[src/hdl/cssc_pkg.sv]
// Shared constants and digit helpers for the seven-segment clock scanner.
package cssc_pkg;

	localparam int DIGIT_COUNT = 4;
	localparam int DIGIT_W     = $clog2(DIGIT_COUNT);

	localparam int TICKS_W = 16;
	localparam int HOUR_W  = 5;
	localparam int MIN_W   = 6;
	localparam int SEC_W   = 6;
	localparam int SEG_W   = 7;
	localparam int CFG_IDX_W = 3;

	// register indexes on the configuration port
	localparam logic [CFG_IDX_W-1:0] REG_SECOND_PERIOD = 3'd0;
	localparam logic [CFG_IDX_W-1:0] REG_SCAN_PERIOD   = 3'd1;
	localparam logic [CFG_IDX_W-1:0] REG_FIRST_DELAY   = 3'd2;
	localparam logic [CFG_IDX_W-1:0] REG_START_HOUR    = 3'd3;
	localparam logic [CFG_IDX_W-1:0] REG_START_MINUTE  = 3'd4;
	localparam logic [CFG_IDX_W-1:0] REG_START_SECOND  = 3'd5;

	// reset values of the registers
	localparam logic [TICKS_W-1:0] RST_SECOND_PERIOD = 16'd100;
	localparam logic [TICKS_W-1:0] RST_SCAN_PERIOD   = 16'd25;
	localparam logic [TICKS_W-1:0] RST_FIRST_DELAY   = 16'd25;
	localparam logic [HOUR_W-1:0]  RST_START_HOUR    = 5'd22;
	localparam logic [MIN_W-1:0]   RST_START_MINUTE  = 6'd59;
	localparam logic [SEC_W-1:0]   RST_START_SECOND  = 6'd55;

	localparam logic [MIN_W-1:0]  MIN_WRAP  = 6'd60;
	localparam logic [SEC_W-1:0]  SEC_WRAP  = 6'd60;
	localparam logic [HOUR_W-1:0] HOUR_WRAP = 5'd24;

	localparam logic [SEG_W-1:0] SEG_BLANK = 7'h7F;

	// digit positions in scan order
	localparam logic [DIGIT_W-1:0] DIG_HOUR_TENS = 2'd0;
	localparam logic [DIGIT_W-1:0] DIG_HOUR_ONES = 2'd1;
	localparam logic [DIGIT_W-1:0] DIG_MIN_TENS  = 2'd2;
	localparam logic [DIGIT_W-1:0] DIG_MIN_ONES  = 2'd3;

	// tens digit of a six-bit count, by compare chain
	function automatic logic [3:0] tens_of(input logic [5:0] v);
		logic [3:0] t;
		if (v >= 6'd60)      t = 4'd6;
		else if (v >= 6'd50) t = 4'd5;
		else if (v >= 6'd40) t = 4'd4;
		else if (v >= 6'd30) t = 4'd3;
		else if (v >= 6'd20) t = 4'd2;
		else if (v >= 6'd10) t = 4'd1;
		else                 t = 4'd0;
		return t;
	endfunction

	function automatic logic [3:0] ones_of(input logic [5:0] v);
		logic [5:0] base;
		case (tens_of(v))
			4'd6: base = 6'd60;
			4'd5: base = 6'd50;
			4'd4: base = 6'd40;
			4'd3: base = 6'd30;
			4'd2: base = 6'd20;
			4'd1: base = 6'd10;
			default: base = 6'd0;
		endcase
		return 4'(v - base);
	endfunction

	// active-low a-g pattern, bit 0 is a
	function automatic logic [SEG_W-1:0] seg_of(input logic [3:0] d);
		logic [SEG_W-1:0] s;
		case (d)
			4'd0: s = 7'h40;
			4'd1: s = 7'h79;
			4'd2: s = 7'h24;
			4'd3: s = 7'h30;
			4'd4: s = 7'h19;
			4'd5: s = 7'h12;
			4'd6: s = 7'h02;
			4'd7: s = 7'h78;
			4'd8: s = 7'h00;
			4'd9: s = 7'h10;
			default: s = SEG_BLANK;
		endcase
		return s;
	endfunction

endpackage

[src/hdl/cssc_if.sv]
// Handshake channels of the scanner: tick input, display output, register writes.
interface cssc_tick_if;
	logic valid;
	logic ready;
	logic tick_pulse;

	modport source (output valid, output tick_pulse, input ready);
	modport sink   (input valid, input tick_pulse, output ready);
endinterface

interface cssc_disp_if;
	logic       valid;
	logic       ready;
	logic [3:0] digit_enables;
	logic [6:0] segments;
	logic       colon_dot;
	logic [4:0] hours_now;
	logic [5:0] minutes_now;
	logic [5:0] seconds_now;

	modport source (output valid, output digit_enables, output segments, output colon_dot,
		output hours_now, output minutes_now, output seconds_now, input ready);
	modport sink   (input valid, input digit_enables, input segments, input colon_dot,
		input hours_now, input minutes_now, input seconds_now, output ready);
endinterface

interface cssc_cfg_if;
	logic        valid;
	logic        ready;
	logic [2:0]  index;
	logic [15:0] data;

	modport source (output valid, output index, output data, input ready);
	modport sink   (input valid, input index, input data, output ready);
endinterface

[src/hdl/cssc_digit_dec.sv]
// Digit select and seven-segment decode for one scan step.
module cssc_digit_dec (
	input  logic [cssc_pkg::DIGIT_W-1:0]     digit,
	input  logic [cssc_pkg::HOUR_W-1:0]      hours,
	input  logic [cssc_pkg::MIN_W-1:0]       minutes,
	output logic [cssc_pkg::DIGIT_COUNT-1:0] enables,
	output logic [cssc_pkg::SEG_W-1:0]       segments
);
	import cssc_pkg::*;

	logic [5:0] hours_ext;
	logic [3:0] value;

	assign hours_ext = {1'b0, hours};

	always_comb begin
		case (digit)
			DIG_HOUR_TENS: value = tens_of(hours_ext);
			DIG_HOUR_ONES: value = ones_of(hours_ext);
			DIG_MIN_TENS:  value = tens_of(minutes);
			DIG_MIN_ONES:  value = ones_of(minutes);
			default:       value = ones_of(minutes);
		endcase
	end

	assign enables  = ~(DIGIT_COUNT'(1) << digit);
	assign segments = seg_of(value);

endmodule

[src/hdl/clock_seven_segment_scanner.sv]
// Top level of the multiplexed seven-segment clock scanner.
//
// Usage: every word on the tick channel is one step. tick_pulse = 1 means one
// base tick elapsed; 0 steps without time passing. Each step returns exactly
// one word on the disp channel: the digit enables and a-g segments being
// driven (both active low), the colon dot level and the current time.
// Two countdowns run off the ticks: one advances the clock (seconds, minutes,
// hours wrap at 60/60/24 and toggle the dot), the other steps the scan over
// hour tens, hour ones, minute tens, minute ones. Both first expire after
// first_delay_ticks, then reload from their own periods.
// The display word for an accepted tick word is registered and appears in the cycle after.
// Throughput: one word per cycle while disp.ready is high, set by the single output register; a new
// tick word is taken whenever that register is empty or being emptied.
// Stall: while disp.ready is low and a word waits, tick.ready is low.
// Reset: registers take their default values, the time loads from the start
// registers, enables and segments read all low until the first scan step.
// cfg: register writes are always taken; write only while the block is idle.
module clock_seven_segment_scanner (
	input logic clk,
	input logic arst_n,
	cssc_tick_if.sink   tick,
	cssc_disp_if.source disp,
	cssc_cfg_if.sink    cfg
);
	import cssc_pkg::*;

	// configuration registers; first delay only reloads the countdowns when written
	logic [TICKS_W-1:0] second_period_q, scan_period_q;

	// clock state
	logic [TICKS_W-1:0]     sec_cnt_q, scan_cnt_q;
	logic [HOUR_W-1:0]      hour_q;
	logic [MIN_W-1:0]       minute_q;
	logic [SEC_W-1:0]       second_q;
	logic [DIGIT_W-1:0]     digit_q;
	logic [DIGIT_COUNT-1:0] enables_q;
	logic [SEG_W-1:0]       segments_q;
	logic                   dot_q;

	// output word register
	logic                   out_vld_q;
	logic [DIGIT_COUNT-1:0] out_en_q;
	logic [SEG_W-1:0]       out_seg_q;
	logic                   out_dot_q;
	logic [HOUR_W-1:0]      out_hour_q;
	logic [MIN_W-1:0]       out_min_q;
	logic [SEC_W-1:0]       out_sec_q;

	logic in_acc, cfg_acc;
	logic step;

	// next-state for this tick
	logic [TICKS_W-1:0]     sec_cnt_nx, scan_cnt_nx;
	logic                   adv, scan;
	logic [SEC_W:0]         sec_inc;
	logic [MIN_W:0]         min_inc;
	logic [HOUR_W:0]        hour_inc;
	logic                   sec_wrap, min_wrap;
	logic [SEC_W-1:0]       second_nx;
	logic [MIN_W-1:0]       minute_nx;
	logic [HOUR_W-1:0]      hour_nx;
	logic                   dot_nx;
	logic [DIGIT_W-1:0]     digit_nx;
	logic [DIGIT_COUNT-1:0] dec_en, enables_nx;
	logic [SEG_W-1:0]       dec_seg, segments_nx;

	assign tick.ready = !out_vld_q || disp.ready;
	assign in_acc     = tick.valid && tick.ready;
	assign cfg.ready  = 1'b1;
	assign cfg_acc    = cfg.valid;
	assign step       = in_acc && tick.tick_pulse;

	// countdowns: stopped at zero, expire on reaching zero and reload
	always_comb begin
		adv  = (sec_cnt_q == TICKS_W'(1));
		scan = (scan_cnt_q == TICKS_W'(1));
		if (sec_cnt_q == '0)  sec_cnt_nx = '0;
		else if (adv)         sec_cnt_nx = second_period_q;
		else                  sec_cnt_nx = sec_cnt_q - TICKS_W'(1);
		if (scan_cnt_q == '0) scan_cnt_nx = '0;
		else if (scan)        scan_cnt_nx = scan_period_q;
		else                  scan_cnt_nx = scan_cnt_q - TICKS_W'(1);
	end

	// time advance; out-of-range counts wrap on the next advance
	always_comb begin
		sec_inc  = {1'b0, second_q} + (SEC_W+1)'(1);
		sec_wrap = sec_inc >= {1'b0, SEC_WRAP};
		min_inc  = {1'b0, minute_q} + (MIN_W+1)'(sec_wrap);
		min_wrap = min_inc >= {1'b0, MIN_WRAP};
		hour_inc = {1'b0, hour_q} + (HOUR_W+1)'(min_wrap);
		if (adv) begin
			second_nx = sec_wrap ? '0 : sec_inc[SEC_W-1:0];
			minute_nx = min_wrap ? '0 : min_inc[MIN_W-1:0];
			hour_nx   = (hour_inc >= {1'b0, HOUR_WRAP}) ? '0 : hour_inc[HOUR_W-1:0];
			dot_nx    = !dot_q;
		end else begin
			second_nx = second_q;
			minute_nx = minute_q;
			hour_nx   = hour_q;
			dot_nx    = dot_q;
		end
	end

	// scan shows the time after this tick's advance
	cssc_digit_dec u_dec (
		.digit    (digit_q),
		.hours    (hour_nx),
		.minutes  (minute_nx),
		.enables  (dec_en),
		.segments (dec_seg)
	);

	assign enables_nx  = scan ? dec_en : enables_q;
	assign segments_nx = scan ? dec_seg : segments_q;
	assign digit_nx    = scan ? digit_q + DIGIT_W'(1) : digit_q;

	always_ff @(posedge clk or negedge arst_n) begin
		if (!arst_n) begin
			second_period_q <= RST_SECOND_PERIOD;
			scan_period_q   <= RST_SCAN_PERIOD;
			sec_cnt_q       <= RST_FIRST_DELAY;
			scan_cnt_q      <= RST_FIRST_DELAY;
			hour_q          <= RST_START_HOUR;
			minute_q        <= RST_START_MINUTE;
			second_q        <= RST_START_SECOND;
			digit_q         <= '0;
			enables_q       <= '0;
			segments_q      <= '0;
			dot_q           <= 1'b1;
		end else if (cfg_acc) begin
			case (cfg.index)
				REG_SECOND_PERIOD: second_period_q <= cfg.data;
				REG_SCAN_PERIOD:   scan_period_q   <= cfg.data;
				REG_FIRST_DELAY: begin
					sec_cnt_q  <= cfg.data;
					scan_cnt_q <= cfg.data;
				end
				REG_START_HOUR:    hour_q   <= cfg.data[HOUR_W-1:0];
				REG_START_MINUTE:  minute_q <= cfg.data[MIN_W-1:0];
				REG_START_SECOND:  second_q <= cfg.data[SEC_W-1:0];
				default: ;
			endcase
		end else if (step) begin
			sec_cnt_q  <= sec_cnt_nx;
			scan_cnt_q <= scan_cnt_nx;
			hour_q     <= hour_nx;
			minute_q   <= minute_nx;
			second_q   <= second_nx;
			dot_q      <= dot_nx;
			digit_q    <= digit_nx;
			enables_q  <= enables_nx;
			segments_q <= segments_nx;
		end
	end

	// output word valid
	always_ff @(posedge clk or negedge arst_n) begin
		if (!arst_n) begin
			out_vld_q <= 1'b0;
		end else if (tick.ready) begin
			out_vld_q <= tick.valid;
		end
	end

	// output word payload: state after the step
	always_ff @(posedge clk) begin
		if (in_acc) begin
			if (tick.tick_pulse) begin
				out_en_q   <= enables_nx;
				out_seg_q  <= segments_nx;
				out_dot_q  <= dot_nx;
				out_hour_q <= hour_nx;
				out_min_q  <= minute_nx;
				out_sec_q  <= second_nx;
			end else begin
				out_en_q   <= enables_q;
				out_seg_q  <= segments_q;
				out_dot_q  <= dot_q;
				out_hour_q <= hour_q;
				out_min_q  <= minute_q;
				out_sec_q  <= second_q;
			end
		end
	end

	assign disp.valid         = out_vld_q;
	assign disp.digit_enables = out_en_q;
	assign disp.segments      = out_seg_q;
	assign disp.colon_dot     = out_dot_q;
	assign disp.hours_now     = out_hour_q;
	assign disp.minutes_now   = out_min_q;
	assign disp.seconds_now   = out_sec_q;

endmodule
[src/flat_wrapper.sv]
// flat-port wrapper written by rule: the top's interface ports become plain ports
module clock_seven_segment_scanner_flat import cssc_pkg::*;
  (clk, arst_n, tick_valid, tick_tick_pulse, tick_ready, disp_valid, disp_digit_enables, disp_segments, disp_colon_dot, disp_hours_now, disp_minutes_now, disp_seconds_now, disp_ready, cfg_valid, cfg_index, cfg_data, cfg_ready);
  cssc_tick_if tick_i ();
  cssc_disp_if disp_i ();
  cssc_cfg_if cfg_i ();
  input logic clk;
  input logic arst_n;
  input wire logic [$bits(tick_i.valid)-1:0] tick_valid;
  input wire logic [$bits(tick_i.tick_pulse)-1:0] tick_tick_pulse;
  output wire logic [$bits(tick_i.ready)-1:0] tick_ready;
  output wire logic [$bits(disp_i.valid)-1:0] disp_valid;
  output wire logic [$bits(disp_i.digit_enables)-1:0] disp_digit_enables;
  output wire logic [$bits(disp_i.segments)-1:0] disp_segments;
  output wire logic [$bits(disp_i.colon_dot)-1:0] disp_colon_dot;
  output wire logic [$bits(disp_i.hours_now)-1:0] disp_hours_now;
  output wire logic [$bits(disp_i.minutes_now)-1:0] disp_minutes_now;
  output wire logic [$bits(disp_i.seconds_now)-1:0] disp_seconds_now;
  input wire logic [$bits(disp_i.ready)-1:0] disp_ready;
  input wire logic [$bits(cfg_i.valid)-1:0] cfg_valid;
  input wire logic [$bits(cfg_i.index)-1:0] cfg_index;
  input wire logic [$bits(cfg_i.data)-1:0] cfg_data;
  output wire logic [$bits(cfg_i.ready)-1:0] cfg_ready;
  assign tick_i.valid = tick_valid;
  assign tick_i.tick_pulse = tick_tick_pulse;
  assign tick_ready = tick_i.ready;
  assign disp_valid = disp_i.valid;
  assign disp_digit_enables = disp_i.digit_enables;
  assign disp_segments = disp_i.segments;
  assign disp_colon_dot = disp_i.colon_dot;
  assign disp_hours_now = disp_i.hours_now;
  assign disp_minutes_now = disp_i.minutes_now;
  assign disp_seconds_now = disp_i.seconds_now;
  assign disp_i.ready = disp_ready;
  assign cfg_i.valid = cfg_valid;
  assign cfg_i.index = cfg_index;
  assign cfg_i.data = cfg_data;
  assign cfg_ready = cfg_i.ready;
  clock_seven_segment_scanner u_core (.clk(clk), .arst_n(arst_n), .tick(tick_i), .disp(disp_i), .cfg(cfg_i));
endmodule
[config.mk]
export PLATFORM = sky130hd
export DESIGN_NAME = clock_seven_segment_scanner_flat
export DESIGN_NICKNAME = d
export VERILOG_FILES = /design/src/hdl/cssc_pkg.sv /design/src/hdl/cssc_if.sv /design/src/hdl/cssc_digit_dec.sv /design/src/hdl/clock_seven_segment_scanner.sv /design/src/flat_wrapper.sv
export SDC_FILE = /design/constraint.sdc
export NUM_CORES = 1
export LEC_CHECK = 0
export BUFFER_PORTS_ARGS = -buffer_cell sky130_fd_sc_hd__clkbuf_2
export CORE_ASPECT_RATIO = 1.5
export CORE_MARGIN = 4
export CORE_UTILIZATION = 55
export DETAILED_ROUTE_END_ITERATION = 8
export PLACE_DENSITY = 0.71
export SLEW_MARGIN = 20
export SYNTH_ARGS = -nofsm -noshare
export SYNTH_HDL_FRONTEND = slang
export SYNTH_SLANG_ARGS = --single-unit
[constraint.sdc]
create_clock -name clk -period 6.9 [get_ports clk]
set_clock_uncertainty 0.1 [all_clocks]
set_input_delay 1.38 -clock clk [delete_from_list [all_inputs] [get_ports clk]]
set_output_delay 1.38 -clock clk [all_outputs]
set_load 0.005 [all_outputs]
# Word-level counts from Yosys, hierarchy flattened
# Memories as Yosys holds them, arrays and structs flattened.
# Index checks and enable logic that the tools add are counted.
# word_totals
reg_bits,125
romBits,112
in_bits,25
out_inout_bits,32
wordCells,141
n_memories,1
# memory_table
name,words,width,read_ports,rd_clocked_by_memory_dff,write_ports,line_no,rtl
(name not given),16,7,1,0,0,cssc_pkg.sv:72,case (d)
# op_classes
add_sub_neg,8
n_lt_le_gt_ge,15
eq_ne,26
n_shift,1
muxes,52
bitwise,2
n_reduce_logical,18
# op_table
operator,n
two-way mux 16 bit,9
two-way mux 6 bit,12
one-hot mux 4 bit (6 select lines),2
two-way mux 4 bit,11
"equality test 16 x 1 -> 1 bit, second input constant",2
logical NOT 16 bit,2
"subtractor 16 x 1 -> 16 bit, second input constant",2
two-way mux 5 bit,6
"equality test 4 x 3 -> 1 bit, second input constant",6
"greater-or-equal comparator 5 x 6 -> 1 bit, second input constant",3
"greater-or-equal comparator 6 x 5 -> 1 bit, second input constant",3
"greater-or-equal comparator 6 bit, second input constant",3
"equality test 4 x 2 -> 1 bit, second input constant",4
one-hot mux 4 bit (4 select lines),1
"greater-or-equal comparator 7 x 6 -> 1 bit, second input constant",2
two-way mux 7 bit,2
AND reduction 2 bit,7
"greater-or-equal comparator 5 bit, second input constant",2
two-way mux 3 bit,3
"equality test 4 x 1 -> 1 bit, second input constant",2
"inequality test 2 x 1 -> 1 bit, second input constant",4
subtractor 4 bit,2
adder 6 x 1 -> 7 bit,1
"adder 6 x 1 -> 7 bit, second input constant",1
other kinds (21),30

# Depth between registers and ports, before layout
# Gate-level depths: netlist of run 1.
# An unclocked memory read counts as a cell.
# depth
ltp_word,24
depth_mapped,31
mapped_depth_nobuf,27

# By module
# Synthesis of run 1 repeated with hierarchy kept, for this count alone.
# hier_totals
cells_unflattened,812
area_unflattened_um2,7900.1
# by_module_without_submodules
module,instances,cells_per_inst,area_each_um2,seq_area_each_um2
clock_seven_segment_scanner,1,707,7158.1,3305.7
cssc_digit_dec,1,105,742.0,0.0

# Worst setup path after synthesis of run 1
# Ideal clock, no wire load.
# synth_path
path_type,reg2reg
startpoint,register u_core.second_q[2]
endpoint,"register u_core.out_seg_q[4] (netlist: u_core.disp.segments[4]), data pin"
arrival_ns,5.706
path_slack_ns,0.829
stages_incl_launch_ff,31
synth_period_minus_slack_ns,6.071
path_cell_list,dfstp_2 -> clkbuf_1 -> and3_1 -> clkbuf_1 -> a21oi_1 -> nor3_1 -> ha_1 -> ha_1 -> clkbuf_1 -> nand2_1 -> o221ai_1 -> nand3_1 -> inv_1 -> ha_1 -> ha_1 -> a21o_1 -> a21oi_1 -> o31ai_1 -> o211ai_1 -> nor2_1 -> nand2_1 -> a21oi_1 -> fa_1 -> inv_1 -> a22oi_1 -> o21ai_1 -> and2_1 -> clkbuf_1 -> nand2_1 -> o21ai_0 -> o31ai_1
# synth_between
elab_chain_len,24
word_cells_on_any_way,58
classes_between,5 x add/sub; 15 x order compare; 12 x eq/ne; 25 x mux; 1 x memory
# synth_rtl
item,line_no,rtl
start: declaration,clock_seven_segment_scanner.sv:34,logic [SEC_W-1:0] second_q;
start signal: assignment,clock_seven_segment_scanner.sv:141,REG_START_SECOND: second_q <= cfg.data[SEC_W-1:0];
start signal: assignment,clock_seven_segment_scanner.sv:149,second_q <= second_nx;
adder 6 x 1 -> 7 bit (*),clock_seven_segment_scanner.sv:87,"sec_inc = {1'b0, second_q} + (SEC_W+1)'(1);"
greater-or-equal comparator 7 x 6 -> 1 bit (*),clock_seven_segment_scanner.sv:88,"sec_wrap = sec_inc >= {1'b0, SEC_WRAP};"
adder 6 x 1 -> 7 bit (*),clock_seven_segment_scanner.sv:89,"min_inc = {1'b0, minute_q} + (MIN_W+1)'(sec_wrap);"
greater-or-equal comparator 7 x 6 -> 1 bit,clock_seven_segment_scanner.sv:90,"min_wrap = min_inc >= {1'b0, MIN_WRAP};"
adder 5 x 1 -> 6 bit,clock_seven_segment_scanner.sv:91,"hour_inc = {1'b0, hour_q} + (HOUR_W+1)'(min_wrap);"
greater-or-equal comparator 6 x 5 -> 1 bit,clock_seven_segment_scanner.sv:95,"hour_nx = (hour_inc >= {1'b0, HOUR_WRAP}) ? '0 : hour_inc[HOUR_W-1:0];"
two-way mux 5 bit,clock_seven_segment_scanner.sv:95,
two-way mux 5 bit,clock_seven_segment_scanner.sv:92,if (adv) begin
[8 not listed],-,
"equality test 4 x 1 -> 1 bit, or another cell as far along",cssc_pkg.sv:57,case (tens_of(v))
one-hot mux 4 bit (6 select lines),cssc_pkg.sv:57,
two-way mux 4 bit,cssc_digit_dec.sv:17,case (digit)
subtractor 4 bit,cssc_pkg.sv:66,return 4'(v - base);
one-hot mux 4 bit (4 select lines) (*),cssc_digit_dec.sv:17,
memory read (16 x 7 bit) (*),-,
two-way mux 7 bit (*),clock_seven_segment_scanner.sv:115,assign segments_nx = scan ? dec_seg : segments_q;
two-way mux 7 bit (*),clock_seven_segment_scanner.sv:169,if (tick.tick_pulse) begin
end signal: assignment,clock_seven_segment_scanner.sv:171,out_seg_q <= segments_nx;
end signal: assignment,clock_seven_segment_scanner.sv:178,out_seg_q <= segments_q;
end: declaration,clock_seven_segment_scanner.sv:43,logic [SEG_W-1:0] out_seg_q;
# Every way passes the cells marked *; elsewhere a longest branch is shown, timed or not. The select of a mux whose other input is x is not followed.
# A chain may end at the register's enable or synchronous reset.

# Final worst setup path of run 1
# Ends and elaborated chain as after synthesis.

==> flow_summary.ini, run 1 <==
[clock_tree]
cts_buffers = 17
clk_latency_ps = 420
htreeDepth = 4
clock-sinks = 125
cts_root_buf = clkbuf_16
clockBufferDepth = 2
cts_tree = done
cts_hold_buf = 0
cts.clk_slew.worst_paths_ps = 60

[timing]
setup-violations-final = 0
finalCritPeriodShare = 0.919
tightest_slew_ps = 1100
max_slew_margin = 0.266
layout_min_cycle_time_ps = 6340
clock.fmax_mhz = 158
worst_hold_slack_ps = 384
finalWorstSetupSlack_ps = 561
slew_viol_final = 0
tns_ps = 0
rsz0062_at_grt = no
hold_viol = 0

[pwr]
cellPowerDensity_mw_per_mm2 = 325
pwr-share-clk = 0.339
p_sw_frac = 0.339
pwr-share-seq = 0.389
peakVddDrop_mv = 0.220
leakagePower_nw = 3.53
p_sw_w = 0.000948
p_comb_frac = 0.271
power.internal_w = 0.00185

[finish]
num-fill-cells = 1131
n_antenna_cell = 0
regArea_mm2 = 0.00331
mostFrequentLayoutCells = nor2_1 (95), nand2_1 (77), a21oi_1 (76)
drive_above_1_share = 0.221
fin_nets = 902
final_common_cell = nor2_1
area_growth_pct = 13.7
multi_input_area_mm2 = 0.00398

[grt]
track_usage = 0.255
antenna_found_initial = 0
overflow = 0
first_global_vias = 6435
grt_max_degree = 67
grt_pass1_wl_um = 31900

[synth]
synthMuxAreaShare = 0.0607
synth_cell_types = 81
synth-compound-area-share = 0.214
synth_ff_type = dfrtp_1
synthAdderAreaFrac = 0.0366
yosys.area_share.xor_xnor = 0.0336
synth_top_family_by_area = compound AO/OA/AOI/OAI gates
netlist_area_mm2 = 0.00756
netlist_instances = 824
ys_ff_latch = 125
avgSynthCellArea_um2 = 9.17
synth_simple_gate_area_frac = 0.176
synth-edff-count = 29
seq_area_frac_synth = 0.437
yosys_warnings = 0
synthesis.nets = 869
async_reset_ff_frac = 0.768

[placement]
dp_slack_ps = 419
port_buffers = 55
dp_hpwl_um = 13700
place_congestion = 0.890

[floorplanning]
rows = 52
die_y_um = 152
die_area_mm2 = 0.0157
dieWidth_um = 104
io_pins = 57
core_mm2 = 0.0135
start_util = 0.561

[hold_path]
hold_path_class = flop to flop

[flow_run]
cap_violations = 0

[worst_setup_path]
path_class = flop to flop
endpoint_kind = flop
cp.required_ps = 6940
critPathArrivalTime_ps = 6380
crit_fanout = 9
cp-start-kind = flop

[detailed_routing]
drt-total-wl_um = 19400
ant_nets = 0
wire_per_inst_um = 18.8
vias = 6472
routed_via_density = 6.27
drc_errors = 0
drt-initial-drc-count = 387
firstDrtPassIters = 5

[run_status]
status = complete, no violations
## worst paths after layout
path	start	endpoint	slack [ps]	cells past startpoint
min	u_core.segments_q[1]	u_core.segments_q[1]	380	2
max reg2reg	u_core.second_q[2]	u_core.disp.segments[4]	560	27
max	u_core.second_q[2]	u_core.disp.segments[4]	560	27
min in group asynchronous	arst_n	u_core.disp.valid	810	1
min reg2reg	u_core.segments_q[1]	u_core.segments_q[1]	380	2
max in group asynchronous	arst_n	u_core.second_period_q[10]	4670	2
## state kept, by name, summed over array words and instances (netlist names)
signal and count:
u_core.scan_cnt_q 16, u_core.scan_period_q 16, u_core.sec_cnt_q 16, u_core.second_period_q 16
u_core.disp.segments 7, u_core.segments_q 7, u_core.disp.minutes_now 6, u_core.disp.seconds_now 6
u_core.minute_q 6, u_core.second_q 6, u_core.disp.hours_now 5, u_core.hour_q 5
u_core.disp.digit_enables 4, u_core.enables_q 4, u_core.digit_q 2, u_core.disp.colon_dot 1
u_core.disp.valid 1, u_core.dot_q 1
## cell usage after synthesis (all sizes together) (5+ instances only)
cell | instances | area, um2
ha | 18 | 225
o31ai | 13 | 97.6
o211ai | 5 | 42.5
a21oi | 77 | 389
a311oi | 5 | 43.8
nand2 | 78 | 300
a21o | 6 | 45.0
nor2 | 98 | 373
o21ai | 59 | 295
a31oi | 24 | 150
xor2 | 7 | 61.3
nand3 | 20 | 100
and2 | 9 | 56.3
xnor2 | 22 | 193
buf | 9 | 56.3
nor4 | 9 | 71.3
dfstp | 26 | 683
mux2 | 39 | 439
clkbuf | 46 | 175
dfrtp | 70 | 1750
a211oi | 21 | 170
edfxtp | 29 | 871
nor3 | 18 | 106
nand2b | 13 | 81.3
a21boi | 5 | 37.5
inv | 23 | 86.3
and3 | 7 | 43.8
## per-stage QoR
stage / utilization / area (um2) / power, W / instances
2_1_floorplan: - / 7560 / 0.00162 / 824
3_3_place_gp: 0.587 / 7900 / 0.00179 / 994
3_5_place_dp: 0.587 / 7900 / 0.00183 / 994
4_1_cts: 0.633 / 8530 / 0.00278 / 1026
5_1_grt: 0.638 / 8590 / 0.00296 / 1032
6_report: 0.638 / 8590 / 0.00279 / 1032
## power groups by stage
stage          registers [W]  logic, W  clock network, W
2_1_floorplan        0.00103  0.000596                 0
3_3_place_gp         0.00108  0.000704                 0
3_5_place_dp         0.00109  0.000733                 0
4_1_cts              0.00108  0.000739          0.000963
5_1_grt              0.00111  0.000844           0.00100
6_report             0.00109  0.000758          0.000948
## cell type report
class | count | share of cell area
repair buffers | 69 | 0.0459
clock buffers | 18 | 0.0524
well taps | 162 | 0.0236
multi-input cells | 621 | 0.463
flip-flops and latches | 125 | 0.385
clock inverters | 14 | 0.0204
inverters | 23 | 0.0100
## kinds of logic after synthesis
| group | Yosys count |
|---|---|
| buf+inv | 78 |
| other cells | 1 |
| simple gates | 277 |
| compound gates | 252 |
| xor+xnor | 29 |
| fa+ha+maj | 21 |
| flops | 125 |
| mux | 41 |
## what timing repair did
action	4_1_cts	5_1_grt
resized for setup	0	2
setup endpoints to repair	0	12
buffers inserted	0	4
## critical path, stage by stage (launching register included)
cell and delay, ps:
dfstp_2 600, and3_1 290, a21oi_1 110, nor3_2 300, buf_4 210, ha_1 260, ha_1 350, nand2_1 120
o221ai_1 80, nand3_1 150, inv_1 90, ha_1 270, ha_1 310, a21o_1 110, a21oi_1 70, o31ai_1 270
o211ai_1 260, nor2_2 230, nand2_1 110, a21oi_1 190, fa_1 440, inv_1 60, a22oi_1 70, o21ai_1 280
and2_1 310, nand2_1 70, o21ai_0 230, o31ai_1 100
## layer usage
| layer | part of all wire | global-route usage |
|---|---|---|
| met1 | 0.38 | 0.287 |
| met2 | 0.52 | 0.453 |
| met3 | 0.046 | 0.0398 |
| met4 | 0.055 | 0.168 |
| met5 | 0 | 0 |
No activity file was read; power rests on OpenSTA's default activity.
==> inputs of run 2 (changes only) <==
Settings changed: ABC_AREA set to 1.
==> flow_summary.ini, run 2 <==
[worst_setup_path]
crit_top_cell = nand2_1
slowest_stage = dfstp_2
crit_fanout = 7
r2r_slack_ps = 920
endpoint_kind = flop
max_stage_delay_ps = 570
critPathArrivalTime_ps = 6060
cp.required_ps = 6970
cp-start-kind = flop
path_class = flop to flop

[clock_tree]
htreeDepth = 4
post_cts_buffers = 0
cts_root_buf = clkbuf_16
cts_hold_buf = 0
cts_tree = done
cts_buffers = 17
cts.clk_slew.worst_paths_ps = 60
clock-sinks = 125
post_cts_resized = 0
clockBufferDepth = 2
clk_latency_ps = 420

[synth]
synth_ff_type = dfrtp_1
synth-edff-count = 29
yosysTopAreaCell = dfrtp_1
async_reset_ff_frac = 0.768
avgSynthCellArea_um2 = 7.81
seq_area_frac_synth = 0.442
netlist_instances = 957
ys_ff_latch = 125
synth.top_cells.by_area = dfrtp_1 (23%), edfxtp_1 (12%), nand2_1 (11%)
yosysMostFrequentCell = nand2_1
yosys-top-cells-count = nand2_1 (221), inv_1 (129), o21ai_0 (85), nor2_1 (82), dfrtp_1 (70)
yosys_warnings = 0
synth_top_area_frac = 0.234
synthesis.nets = 1002
synth_cell_types = 49
netlist_area_mm2 = 0.00747

[placement]
dp_slack_ps = 1010
dp_hpwl_um = 13500
port_buffers = 55
place_congestion = 0.948

[run_status]
status = complete, no violations

[timing]
setup-violations-final = 0
rsz0062_at_grt = no
slew_viol_final = 0
layout_min_cycle_time_ps = 5980
finalCritPeriodShare = 0.867
tns_ps = 0
finalWorstSetupSlack_ps = 916
max_slew_margin = 0.366
tightest_slew_ps = 952
hold_viol = 0
clock.fmax_mhz = 167

[pwr]
peakVddDrop_mv = 0.186
cellPowerDensity_mw_per_mm2 = 318
leakagePower_nw = 4.10

[grt]
grt_max_degree = 73
grt_pass1_wl_um = 30500
overflow = 0
antenna_found_initial = 0
first_global_vias = 6309
track_usage = 0.255

[finish]
mostFrequentLayoutCells = nand2_1 (221), inv_1 (128), o21ai_0 (85)
n_antenna_cell = 0
area_growth_pct = 12.7
final_util = 0.641
final_common_cell = nand2_1
num-fill-cells = 1194
drive_above_1_share = 0.175
fin_nets = 1046

[floorplanning]
die_area_mm2 = 0.0156
die_y_um = 151
io_pins = 57
core_mm2 = 0.0131
rows = 51
start_util = 0.569
dieWidth_um = 103

[detailed_routing]
ant_nets = 0
drc_errors = 0
drt-initial-drc-count = 293
wire_per_inst_um = 15.8
vias = 6490
routed_via_density = 5.53
drt-total-wl_um = 18600
firstDrtPassIters = 5

[hold_path]
hold_path_class = flop to flop

[flow_run]
cap_violations = 0
[run 2: cell count changes after synthesis, sizes merged, moves of 11 or more]
cell,before,now
o21ai,59,90
nand2,78,244
o31ai,13,1
xnor2,22,5
nand3,20,63
inv,23,139
nand2b,13,0
clkbuf,46,27
a22oi,2,27
a21oi,77,42
a31oi,24,13
mux2,39,3
o221ai,2,14
a211oi,21,1
[run 2: path summary, 6_finish.rpt]
kind | from | to | depth (start not counted)
worst max-delay path | u_core.second_q[2] | u_core.disp.segments[0] | 37
worst min-delay path | u_core.enables_q[1] | u_core.enables_q[1] | 2
worst max register to register | u_core.second_q[2] | u_core.disp.segments[0] | 37
worst min register to register | u_core.enables_q[1] | u_core.enables_q[1] | 2
max in group asynchronous | arst_n | u_core.enables_q[3] | 2
min in group asynchronous | arst_n | u_core.second_period_q[8] | 1
[run 2: cells by family after synthesis]
logic type | count (synthesis) | share of synthesized area
adders and majority gates | 20 | 0.0355
and+or+nand+nor | 415 | 0.244
AOI/OAI and AO/OA | 203 | 0.165
buffers and inverters | 174 | 0.0901
muxes | 4 | 0.00586
other | 1 | 0.000502
DFF | 125 | 0.442
xor gates and xnor gates | 15 | 0.0176
[run 2: final cells by class]
type	count	area, um2	area share
clock inverters	12	101	0.0120
multi-input cells	658	3510	0.417
well taps	159	199	0.0236
repair buffers	57	293	0.0347
clock buffers	20	478	0.0567
flip-flops and latches	125	3310	0.392
inverters	142	538	0.0639
[run 2: stage by stage]
stage               cells  instance area, um2  power (W)  hold WS [ps]
detailed placement   1141                7850    0.00182           371
finish               1173                8430    0.00268           381
global route         1173                8430    0.00285           406
CTS                  1173                8430    0.00268           386
floorplan             957                7470    0.00163           348
global placement     1141                7850    0.00180           361
[run 2: power by group]
| group | internal [W] | total (W) | leakage [nW] | switching (W) |
|---|---|---|---|---|
| Clock | 0.000507 | 0.000861 | 0.275 | 0.000354 |
| Sequential | 0.000919 | 0.00102 | 1.33 | 0.000102 |
| Combinational | 0.000292 | 0.000793 | 2.49 | 0.000501 |
| Total | 0.00172 | 0.00268 | 4.10 | 0.000957 |
[run 2: worst max-delay path, delay by kind of cell (launching register included)]
kind | cells | cell delay [ps]
and+or+nand+nor | 25 | 2980
adders and majority gates | 5 | 1270
DFF | 1 | 570
AOI/OAI and AO/OA | 3 | 380
xor gates and xnor gates | 2 | 270
buffers and inverters | 2 | 140
[run 2: per-layer routing]
layer	global-route usage	wire, um	up-vias
li1	-	-	3253
met1	0.292	7240	3055
met2	0.463	10100	155
met3	0.0470	776	27
met4	0.0959	477	0
met5	0	0	-
